==> config.mk <==
export PLATFORM = sky130hd
export DESIGN_NAME = nearest_resize_address_gen_unit_flat
export DESIGN_NICKNAME = d
export VERILOG_FILES = /design/src/sv/nra_pkg.sv /design/src/sv/nra_chan_if.sv /design/src/sv/nearest_resize_address_gen_unit.sv /design/src/sv/nra_divider.sv /design/src/sv/nra_datapath.sv /design/src/sv/nra_ctrl.sv /design/src/flat_wrapper.sv
export SDC_FILE = /design/constraint.sdc
export NUM_CORES = 2
export LEC_CHECK = 0
export ABC_AREA = 1
export BUFFER_PORTS_ARGS = -buffer_cell sky130_fd_sc_hd__buf_2
export CORE_AREA = 2 2 226 317
export CTS_BUF_LIST = sky130_fd_sc_hd__clkbuf_16
export DETAILED_ROUTE_END_ITERATION = 10
export DIE_AREA = 0 0 228 319
export PLACE_DENSITY = 0.74
export SLEW_MARGIN = 5
export SYNTH_ARGS = -nofsm -noshare
export SYNTH_HDL_FRONTEND = slang
export SYNTH_SLANG_ARGS = --single-unit
export TNS_END_PERCENT = 1
==> constraint.sdc <==
create_clock -name clk -period 6.1 [get_ports clk]
set_input_delay 1.525 -clock clk [delete_from_list [all_inputs] [get_ports clk]]
set_output_delay 1.525 -clock clk [all_outputs]
set_load 0.005 [all_outputs]
==> src/sv/nra_pkg.sv <==
package nra_pkg;

    localparam int REG_W           = 13;
    localparam int FRAC_BITS       = 16;
    localparam int MAX_DIM_DEFAULT = 4096;
    localparam int IDX_W           = 24;
    localparam int COORD_W         = 12;

    localparam logic [1:0] CFG_SOURCE_WIDTH  = 2'd0;
    localparam logic [1:0] CFG_SOURCE_HEIGHT = 2'd1;
    localparam logic [1:0] CFG_DEST_WIDTH    = 2'd2;
    localparam logic [1:0] CFG_DEST_HEIGHT   = 2'd3;

    typedef struct packed {
        logic restart;
    } tick_t;

    typedef struct packed {
        logic [IDX_W-1:0]   dest_index;
        logic [IDX_W-1:0]   source_index;
        logic [COORD_W-1:0] source_col;
        logic [COORD_W-1:0] source_row;
        logic               frame_last;
        logic               edge_clamped;
    } pixel_t;

    typedef struct packed {
        logic div_start;
        logic load_step;
        logic wrap_pos;
        logic mul_pos;
        logic clamp;
        logic mul_src;
        logic out_load;
    } nra_cmd_t;

    typedef struct packed {
        logic div_busy;
        logic out_busy;
    } nra_stat_t;

endpackage

==> src/sv/nra_chan_if.sv <==
interface nra_chan_if #(parameter type T = logic);
    logic valid;
    logic ready;
    T     data;

    modport source(output valid, output data, input ready);
    modport sink(input valid, input data, output ready);
endinterface

==> src/sv/nearest_resize_address_gen_unit.sv <==
// A tick with restart first runs the bit-serial ratio divide and loads the step ratios; each
// tick then passes the position, multiply, clamp, source multiply and output load states.
// The controller takes no new tick until the last word is loaded, and it holds while the output
// is busy; it sequences position, multiply, clamp and index steps for one word at a time.
// Reset: asynchronous, active low; sizes read as 1, ratios and position clear to zero.
module nearest_resize_address_gen_unit import nra_pkg::*; #(
    parameter int MAX_DIM = MAX_DIM_DEFAULT
) (
    input  logic             clk,
    input  logic             rst_n,
    input  logic             cfg_we,
    input  logic [1:0]       cfg_index,
    input  logic [REG_W-1:0] cfg_data,
    nra_chan_if.sink         tick,
    nra_chan_if.source       pixel
);
    nra_cmd_t  cmd;
    nra_stat_t stat;
    tick_t     tick_word;
    pixel_t    pixel_word;

    assign tick_word  = tick.data;
    assign pixel.data = pixel_word;

    nra_ctrl u_ctrl (
        .clk        (clk),
        .rst_n      (rst_n),
        .in_valid   (tick.valid),
        .in_restart (tick_word.restart),
        .in_ready   (tick.ready),
        .stat       (stat),
        .cmd        (cmd)
    );

    nra_datapath #(.MAX_DIM(MAX_DIM)) u_datapath (
        .clk       (clk),
        .rst_n     (rst_n),
        .cfg_we    (cfg_we),
        .cfg_index (cfg_index),
        .cfg_data  (cfg_data),
        .cmd       (cmd),
        .stat      (stat),
        .out_ready (pixel.ready),
        .out_valid (pixel.valid),
        .out_data  (pixel_word)
    );

    a_no_tick_in_divide: assert property (@(posedge clk) disable iff (!rst_n)
        stat.div_busy |-> !tick.ready)
        else $error("tick taken during ratio divide");

    a_plain_tick_no_divide: assert property (@(posedge clk) disable iff (!rst_n)
        tick.valid && tick.ready && !tick_word.restart |=> !stat.div_busy)
        else $error("divider started without restart");

    a_single_command: assert property (@(posedge clk) disable iff (!rst_n)
        $onehot0(cmd))
        else $error("more than one datapath command");

    a_load_shows_word: assert property (@(posedge clk) disable iff (!rst_n)
        cmd.out_load |=> pixel.valid)
        else $error("loaded word not presented");
endmodule

==> src/sv/nra_divider.sv <==
// Restoring divider, one quotient bit per cycle.
module nra_divider #(
    parameter int N = 29,
    parameter int D = 13
) (
    input  logic         clk,
    input  logic         rst_n,
    input  logic         start,
    input  logic [N-1:0] dividend,
    input  logic [D-1:0] divisor,
    output logic         busy,
    output logic [N-1:0] quotient
);
    localparam int CNT_W = (N > 1) ? $clog2(N) : 1;

    logic             busy_reg;
    logic [CNT_W-1:0] cnt_reg;
    logic [D-1:0]     rem_reg;
    logic [N-1:0]     quo_reg;

    logic [D:0]   trial;
    logic [D:0]   diff;
    logic         ge;
    logic [D-1:0] rem_next;
    logic [N-1:0] quo_next;

    always_comb
    begin
        trial    = {rem_reg, quo_reg[N-1]};
        diff     = trial - {1'b0, divisor};
        ge       = (trial >= {1'b0, divisor});
        rem_next = ge ? diff[D-1:0] : trial[D-1:0];
        quo_next = {quo_reg[N-2:0], ge};
    end

    always_ff @(posedge clk or negedge rst_n)
    begin
        if (!rst_n)
        begin
            busy_reg <= 1'b0;
            cnt_reg  <= '0;
        end
        else if (start)
        begin
            busy_reg <= 1'b1;
            cnt_reg  <= '0;
        end
        else if (busy_reg)
        begin
            if (cnt_reg == CNT_W'(N - 1))
                busy_reg <= 1'b0;
            else
                cnt_reg <= cnt_reg + 1'b1;
        end
    end

    always_ff @(posedge clk)
    begin
        if (start)
        begin
            rem_reg <= '0;
            quo_reg <= dividend;
        end
        else if (busy_reg)
        begin
            rem_reg <= rem_next;
            quo_reg <= quo_next;
        end
    end

    assign busy     = busy_reg;
    assign quotient = quo_reg;
endmodule

==> src/sv/nra_datapath.sv <==
module nra_datapath import nra_pkg::*; #(
    parameter int MAX_DIM = MAX_DIM_DEFAULT
) (
    input  logic             clk,
    input  logic             rst_n,
    input  logic             cfg_we,
    input  logic [1:0]       cfg_index,
    input  logic [REG_W-1:0] cfg_data,
    input  nra_cmd_t         cmd,
    output nra_stat_t        stat,
    input  logic             out_ready,
    output logic             out_valid,
    output pixel_t           out_data
);
    localparam int REG_MAX = (2 ** REG_W) - 1;
    localparam int SAT     = (MAX_DIM > REG_MAX) ? REG_MAX : MAX_DIM;
    localparam int DIM_W   = $clog2(SAT + 1);
    localparam int CNT_W   = $clog2(SAT);
    localparam int STEP_W  = DIM_W + FRAC_BITS;
    localparam int XP_W    = CNT_W + STEP_W;
    localparam int XW      = XP_W - FRAC_BITS;
    localparam int DP_W    = CNT_W + DIM_W;

    function automatic logic [DIM_W-1:0] eff_dim(input logic [REG_W-1:0] v);
        logic [DIM_W-1:0] r;
        if (v == '0)
            r = DIM_W'(1);
        else if (v > REG_W'(SAT))
            r = DIM_W'(SAT);
        else
            r = DIM_W'(v);
        return r;
    endfunction

    logic [REG_W-1:0] source_width_reg, source_height_reg;
    logic [REG_W-1:0] dest_width_reg, dest_height_reg;

    always_ff @(posedge clk or negedge rst_n)
    begin
        if (!rst_n)
        begin
            source_width_reg  <= REG_W'(1);
            source_height_reg <= REG_W'(1);
            dest_width_reg    <= REG_W'(1);
            dest_height_reg   <= REG_W'(1);
        end
        else if (cfg_we)
        begin
            case (cfg_index)
                CFG_SOURCE_WIDTH:  source_width_reg  <= cfg_data;
                CFG_SOURCE_HEIGHT: source_height_reg <= cfg_data;
                CFG_DEST_WIDTH:    dest_width_reg    <= cfg_data;
                CFG_DEST_HEIGHT:   dest_height_reg   <= cfg_data;
                default: ;
            endcase
        end
    end

    logic [DIM_W-1:0] sw, sh, dw, dh;

    assign sw = eff_dim(source_width_reg);
    assign sh = eff_dim(source_height_reg);
    assign dw = eff_dim(dest_width_reg);
    assign dh = eff_dim(dest_height_reg);

    // ratio dividers, x and y side by side
    logic              div_x_busy, div_y_busy;
    logic [STEP_W-1:0] quot_x, quot_y;

    nra_divider #(.N(STEP_W), .D(DIM_W)) u_div_x (
        .clk      (clk),
        .rst_n    (rst_n),
        .start    (cmd.div_start),
        .dividend ({sw, FRAC_BITS'(0)}),
        .divisor  (dw),
        .busy     (div_x_busy),
        .quotient (quot_x)
    );

    nra_divider #(.N(STEP_W), .D(DIM_W)) u_div_y (
        .clk      (clk),
        .rst_n    (rst_n),
        .start    (cmd.div_start),
        .dividend ({sh, FRAC_BITS'(0)}),
        .divisor  (dh),
        .busy     (div_y_busy),
        .quotient (quot_y)
    );

    logic [STEP_W-1:0] step_x_reg, step_y_reg;
    logic [CNT_W-1:0]  col_reg, row_reg;
    logic [CNT_W-1:0]  col_next, row_next;

    logic             wrap_col;
    logic [DIM_W-1:0] wrap_row_inc;
    logic [DIM_W-1:0] adv_col_inc, adv_row_inc;

    always_comb
    begin
        wrap_col     = (DIM_W'(col_reg) >= dw);
        wrap_row_inc = DIM_W'(row_reg) + (wrap_col ? DIM_W'(1) : DIM_W'(0));
        adv_col_inc  = DIM_W'(col_reg) + DIM_W'(1);
        adv_row_inc  = DIM_W'(row_reg) + DIM_W'(1);
        col_next     = col_reg;
        row_next     = row_reg;
        if (cmd.load_step)
        begin
            col_next = '0;
            row_next = '0;
        end
        else if (cmd.wrap_pos)
        begin
            // stale position after a size change mid-frame
            if (wrap_col)
                col_next = '0;
            row_next = (wrap_row_inc >= dh) ? '0 : CNT_W'(wrap_row_inc);
        end
        else if (cmd.out_load)
        begin
            if (adv_col_inc >= dw)
            begin
                col_next = '0;
                row_next = (adv_row_inc >= dh) ? '0 : CNT_W'(adv_row_inc);
            end
            else
                col_next = CNT_W'(adv_col_inc);
        end
    end

    logic out_valid_reg;

    always_ff @(posedge clk or negedge rst_n)
    begin
        if (!rst_n)
        begin
            step_x_reg    <= '0;
            step_y_reg    <= '0;
            col_reg       <= '0;
            row_reg       <= '0;
            out_valid_reg <= 1'b0;
        end
        else
        begin
            if (cmd.load_step)
            begin
                step_x_reg <= quot_x + 1'b1;
                step_y_reg <= quot_y + 1'b1;
            end
            col_reg <= col_next;
            row_reg <= row_next;
            if (cmd.out_load)
                out_valid_reg <= 1'b1;
            else if (out_ready)
                out_valid_reg <= 1'b0;
        end
    end

    logic [XP_W-1:0]  x_prod_reg, y_prod_reg;
    logic [DP_W-1:0]  d_prod_reg;
    logic             last_reg;
    logic [CNT_W-1:0] src_col_reg, src_row_reg;
    logic             clamped_reg;
    logic [IDX_W-1:0] dest_idx_reg;
    logic [DP_W-1:0]  s_prod_reg;
    pixel_t           out_data_reg;

    logic [XW-1:0] x_full, y_full;
    logic          x_over, y_over;

    always_comb
    begin
        x_full = XW'(x_prod_reg >> FRAC_BITS);
        y_full = XW'(y_prod_reg >> FRAC_BITS);
        x_over = (x_full >= XW'(sw));
        y_over = (y_full >= XW'(sh));
    end

    always_ff @(posedge clk)
    begin
        if (cmd.mul_pos)
        begin
            x_prod_reg <= XP_W'(col_reg) * XP_W'(step_x_reg);
            y_prod_reg <= XP_W'(row_reg) * XP_W'(step_y_reg);
            d_prod_reg <= DP_W'(row_reg) * DP_W'(dw);
            last_reg   <= (DIM_W'(col_reg) == dw - 1'b1) && (DIM_W'(row_reg) == dh - 1'b1);
        end
        if (cmd.clamp)
        begin
            src_col_reg  <= x_over ? CNT_W'(sw - 1'b1) : CNT_W'(x_full);
            src_row_reg  <= y_over ? CNT_W'(sh - 1'b1) : CNT_W'(y_full);
            clamped_reg  <= x_over | y_over;
            dest_idx_reg <= IDX_W'(d_prod_reg + DP_W'(col_reg));
        end
        if (cmd.mul_src)
            s_prod_reg <= DP_W'(src_row_reg) * DP_W'(sw);
        if (cmd.out_load)
        begin
            out_data_reg.dest_index   <= dest_idx_reg;
            out_data_reg.source_index <= IDX_W'(s_prod_reg + DP_W'(src_col_reg));
            out_data_reg.source_col   <= COORD_W'(src_col_reg);
            out_data_reg.source_row   <= COORD_W'(src_row_reg);
            out_data_reg.frame_last   <= last_reg;
            out_data_reg.edge_clamped <= clamped_reg;
        end
    end

    assign stat.div_busy = div_x_busy | div_y_busy;
    assign stat.out_busy = out_valid_reg & ~out_ready;
    assign out_valid     = out_valid_reg;
    assign out_data      = out_data_reg;
endmodule

==> src/sv/nra_ctrl.sv <==
module nra_ctrl import nra_pkg::*; (
    input  logic      clk,
    input  logic      rst_n,
    input  logic      in_valid,
    input  logic      in_restart,
    output logic      in_ready,
    input  nra_stat_t stat,
    output nra_cmd_t  cmd
);
    localparam logic [2:0] S_IDLE  = 3'd0;
    localparam logic [2:0] S_DIV   = 3'd1;
    localparam logic [2:0] S_POS   = 3'd2;
    localparam logic [2:0] S_MUL1  = 3'd3;
    localparam logic [2:0] S_CLAMP = 3'd4;
    localparam logic [2:0] S_MUL2  = 3'd5;
    localparam logic [2:0] S_OUT   = 3'd6;

    logic [2:0] state_reg, state_next;

    always_comb
    begin
        cmd        = '0;
        state_next = state_reg;
        in_ready   = (state_reg == S_IDLE);
        case (state_reg)
            S_IDLE:
            begin
                if (in_valid)
                begin
                    if (in_restart)
                    begin
                        cmd.div_start = 1'b1;
                        state_next    = S_DIV;
                    end
                    else
                        state_next = S_POS;
                end
            end
            S_DIV:
            begin
                if (!stat.div_busy)
                begin
                    cmd.load_step = 1'b1;
                    state_next    = S_POS;
                end
            end
            S_POS:
            begin
                cmd.wrap_pos = 1'b1;
                state_next   = S_MUL1;
            end
            S_MUL1:
            begin
                cmd.mul_pos = 1'b1;
                state_next  = S_CLAMP;
            end
            S_CLAMP:
            begin
                cmd.clamp  = 1'b1;
                state_next = S_MUL2;
            end
            S_MUL2:
            begin
                cmd.mul_src = 1'b1;
                state_next  = S_OUT;
            end
            S_OUT:
            begin
                // hold until the output register is free
                if (!stat.out_busy)
                begin
                    cmd.out_load = 1'b1;
                    state_next   = S_IDLE;
                end
            end
            default: state_next = S_IDLE;
        endcase
    end

    always_ff @(posedge clk or negedge rst_n)
    begin
        if (!rst_n)
            state_reg <= S_IDLE;
        else
            state_reg <= state_next;
    end
endmodule
==> src/flat_wrapper.sv <==
// flat-port wrapper written by rule: the top's interface ports become plain ports
module nearest_resize_address_gen_unit_flat import nra_pkg::*;
#(
    parameter int MAX_DIM = MAX_DIM_DEFAULT
)
  (clk, rst_n, cfg_we, cfg_index, cfg_data, tick_valid, tick_data, tick_ready, pixel_valid, pixel_data, pixel_ready);
  nra_chan_if tick_i ();
  nra_chan_if pixel_i ();
  input  logic clk;
  input  logic rst_n;
  input  logic cfg_we;
  input  logic [1:0] cfg_index;
  input  logic [REG_W-1:0] cfg_data;
  input wire logic [$bits(tick_i.valid)-1:0] tick_valid;
  input wire logic [$bits(tick_i.data)-1:0] tick_data;
  output wire logic [$bits(tick_i.ready)-1:0] tick_ready;
  output wire logic [$bits(pixel_i.valid)-1:0] pixel_valid;
  output wire logic [$bits(pixel_i.data)-1:0] pixel_data;
  input wire logic [$bits(pixel_i.ready)-1:0] pixel_ready;
  assign tick_i.valid = tick_valid;
  assign tick_i.data = tick_data;
  assign tick_ready = tick_i.ready;
  assign pixel_valid = pixel_i.valid;
  assign pixel_data = pixel_i.data;
  assign pixel_i.ready = pixel_ready;
  nearest_resize_address_gen_unit #(.MAX_DIM(MAX_DIM)) u_core (.clk(clk), .rst_n(rst_n), .cfg_we(cfg_we), .cfg_index(cfg_index), .cfg_data(cfg_data), .tick(tick_i), .pixel(pixel_i));
endmodule
==> impl_metrics.json <==
{
  "cts_sinks": 286,
  "portBuffers": 23,
  "yosysSeqAreaShare_pct": 19.0,
  "end_kind": "register",
  "ir_drop_mv": 0.263,
  "yosysUniqueCellTypes": 58,
  "cp_max_fo": 17,
  "grt_pass1_wl_um": 173000,
  "post_dp_cell_area_um2": 39400,
  "timing.final.crit_share_pct": 93.8,
  "nets": 5703,
  "place.gp.congestion": 0.982,
  "drtPass1Iterations": 5,
  "ant_nets": 0,
  "path_cells": "buf_4 > nand2_1 > fa_1 > fa_1 > inv_1 > fa_1 > inv_1 > fa_1 > inv_1 > ha_1 > ha_1 > nand2_1 > nor2_1 > nand2_1 > nor3_1 > nand4_1 > nand4_1 > nand2_1",
  "p_leak_nw": 20.9,
  "final_cell_area_um2": 40500,
  "reg2reg_slack_ps": 380,
  "areaGrowthSynthToFinish_pct": 5.81,
  "die-width_um": 228,
  "rsz0062_at_grt": "no",
  "fin_setup_tns_ps": 0,
  "synth_area_um2": 38200,
  "dp_slack_ps": 446,
  "n_fill_cell": 6501,
  "outcome": "completed",
  "dpl.cell_count": 5782,
  "cap_violations": 0,
  "path_clk_slew_ps": 70,
  "ys_warn_count": 0,
  "cts_made_buffers": 31,
  "setup_slack_ps": 381,
  "antenna_found_initial": 0,
  "final_common_cell": "nand2_1",
  "fin_util_pct": 57.9,
  "crit_type": "register to register",
  "dp_hpwl_um": 87500,
  "crit_arrival_ps": 6080,
  "max_slew_margin_pct": 30.7,
  "synth_ff_type": "dfrtp_1",
  "setup_viol": 0,
  "instances_no_fill": 5840,
  "async_flop_share_pct": 52.4,
  "drive_gt1_share_pct": 4.51,
  "cts_resized": 0,
  "pwr_density_cell_nw_per_um2": 328,
  "hold_path_class": "register to register",
  "grt_use_total_pct": 29.7,
  "diodes": 0,
  "cp_slowest_cell": "dfrtp_1",
  "gr-total-overflow": 0,
  "drt_first_iter_violations": 2160,
  "grt_max_degree": 72,
  "min_period_ps": 5720,
  "slowest_delay_ps": 760,
  "start_util_pct": 54.7,
  "vias": 32000,
  "syn_inst": 4949,
  "std_cell_rows": 115,
  "worstSkewPairLatency_ps": 610,
  "die-area_um2": 72700,
  "finalHoldViolCount": 0,
  "cts-htree-levels": 1,
  "routed_via_density": 5.49,
  "crit_required_ps": 6460,
  "grt_pass1_vias": 33900,
  "drt-total-wl_um": 106000,
  "core_um2": 69900,
  "postCtsSetupBuffers": 0,
  "finClkSkew_ps": 31.3,
  "wl_per_cell_um": 18.2,
  "timing.fmax_ghz": 0.175,
  "cts_hold_buf": 0,
  "synth_seq_cells": 286,
  "fp.dieH_um": 319,
  "final_cell_mix": "nand2_1, inv_1, fa_1",
  "drv_slew": 0,
  "clk_path_buf_depth": 3,
  "synth.net_count": 5773,
  "cts_tree": "done",
  "synth_edf_count": 78,
  "worst_pin_slew_ps": 1040,
  "io_pins": 24,
  "drc": 0,
  "cts-root-buf": "clkbuf_16",
  "avgSynthCellArea_um2": 7.73,
  "critPathLaunchType": "register"
}
## area by class of cell
class,instances,area (µm²),share of cell area (%)
well taps,936,1170,2.89
multi-input cells,3465,26400,65.3
flip-flops and latches,286,7260,18.0
clock inverters,27,300,0.742
repair buffers,95,774,1.91
clock buffers,31,776,1.92
inverters,1000,3750,9.28
## routing by layer
metal | share of wire, % | global-route usage, % | wire [µm]
met1 | 37 | 33.0 | 38900
met2 | 54 | 56.7 | 57200
met3 | 4.0 | 2.21 | 4230
met4 | 5.5 | 14.5 | 5820
met5 | 0 | 0 | 0
## critical path: cells and delay by family, from the launching register on
kind / cells / cell delay, ps
and+or+nand+nor: 8 / 1500
DFF: 1 / 760
buffers and inverters: 4 / 470
adders and majority gates: 6 / 2740
## where the power goes
part	total, mW	switching [mW]	internal, mW	leakage, nW
combinational	7.36	4.72	2.64	17.1
clock	2.05	0.895	1.16	0.547
sequential	3.88	1.11	2.76	3.19
## worst paths after layout
check,from,to,depth (start not counted)
hold reg to reg,u_core.u_datapath.clamped_reg$_DFFE_PP_,u_core.u_datapath.out_data[0]$_DFFE_PP_,0
hold / removal,u_core.u_datapath.clamped_reg$_DFFE_PP_,u_core.u_datapath.out_data[0]$_DFFE_PP_,0
min in group asynchronous,rst_n,u_core.u_datapath.col_reg[9]$_DFFE_PN0P_,1
setup / recovery,u_core.u_datapath.col_reg[7]$_DFFE_PN0P_,u_core.u_datapath.x_prod_reg[38]$_DFFE_PP_,18
setup reg to reg,u_core.u_datapath.col_reg[7]$_DFFE_PN0P_,u_core.u_datapath.x_prod_reg[38]$_DFFE_PP_,18
max in group asynchronous,rst_n,u_core.u_datapath.step_y_reg[11]$_DFFE_PN0P_,2
## Yosys cell counts (26+ instances only)
library cell / instances / area share (%)
a21oi_1: 163 / 2.1
a22oi_1: 31 / 0.61
buf_1: 33 / 0.32
buf_2: 28 / 0.37
clkbuf_1: 132 / 1.3
dfrtp_1: 146 / 9.6
dfxtp_1: 58 / 3.0
edfxtp_1: 78 / 6.1
fa_1: 540 / 28
ha_1: 263 / 8.6
inv_1: 991 / 9.7
nand2_1: 1463 / 14
nand3_1: 153 / 2.0
nand4_1: 54 / 0.88
nor2_1: 224 / 2.2
nor3_1: 52 / 0.68
nor4_1: 26 / 0.43
o21ai_0: 210 / 2.7
xor2_1: 89 / 2.0
## stage by stage
step / power [mW] / hold slack (ps)
detailed placement: 11.1 / 415
finish: 13.3 / 437
global placement: 11.0 / 427
CTS: 13.3 / 447
global route: 14.4 / 450
floorplan: 8.79 / 400
## cells by family after synthesis
| family | Yosys count | share of synthesized area (%) |
|---|---|---|
| adders and majority gates | 803 | 36.9 |
| xor gates and xnor gates | 106 | 2.43 |
| and+or+nand+nor | 2030 | 21.9 |
| buffers and inverters | 1198 | 11.9 |
| AOI/OAI and AO/OA | 526 | 7.90 |
| DFF | 286 | 19.0 |
(Power assumes the default switching activity.)
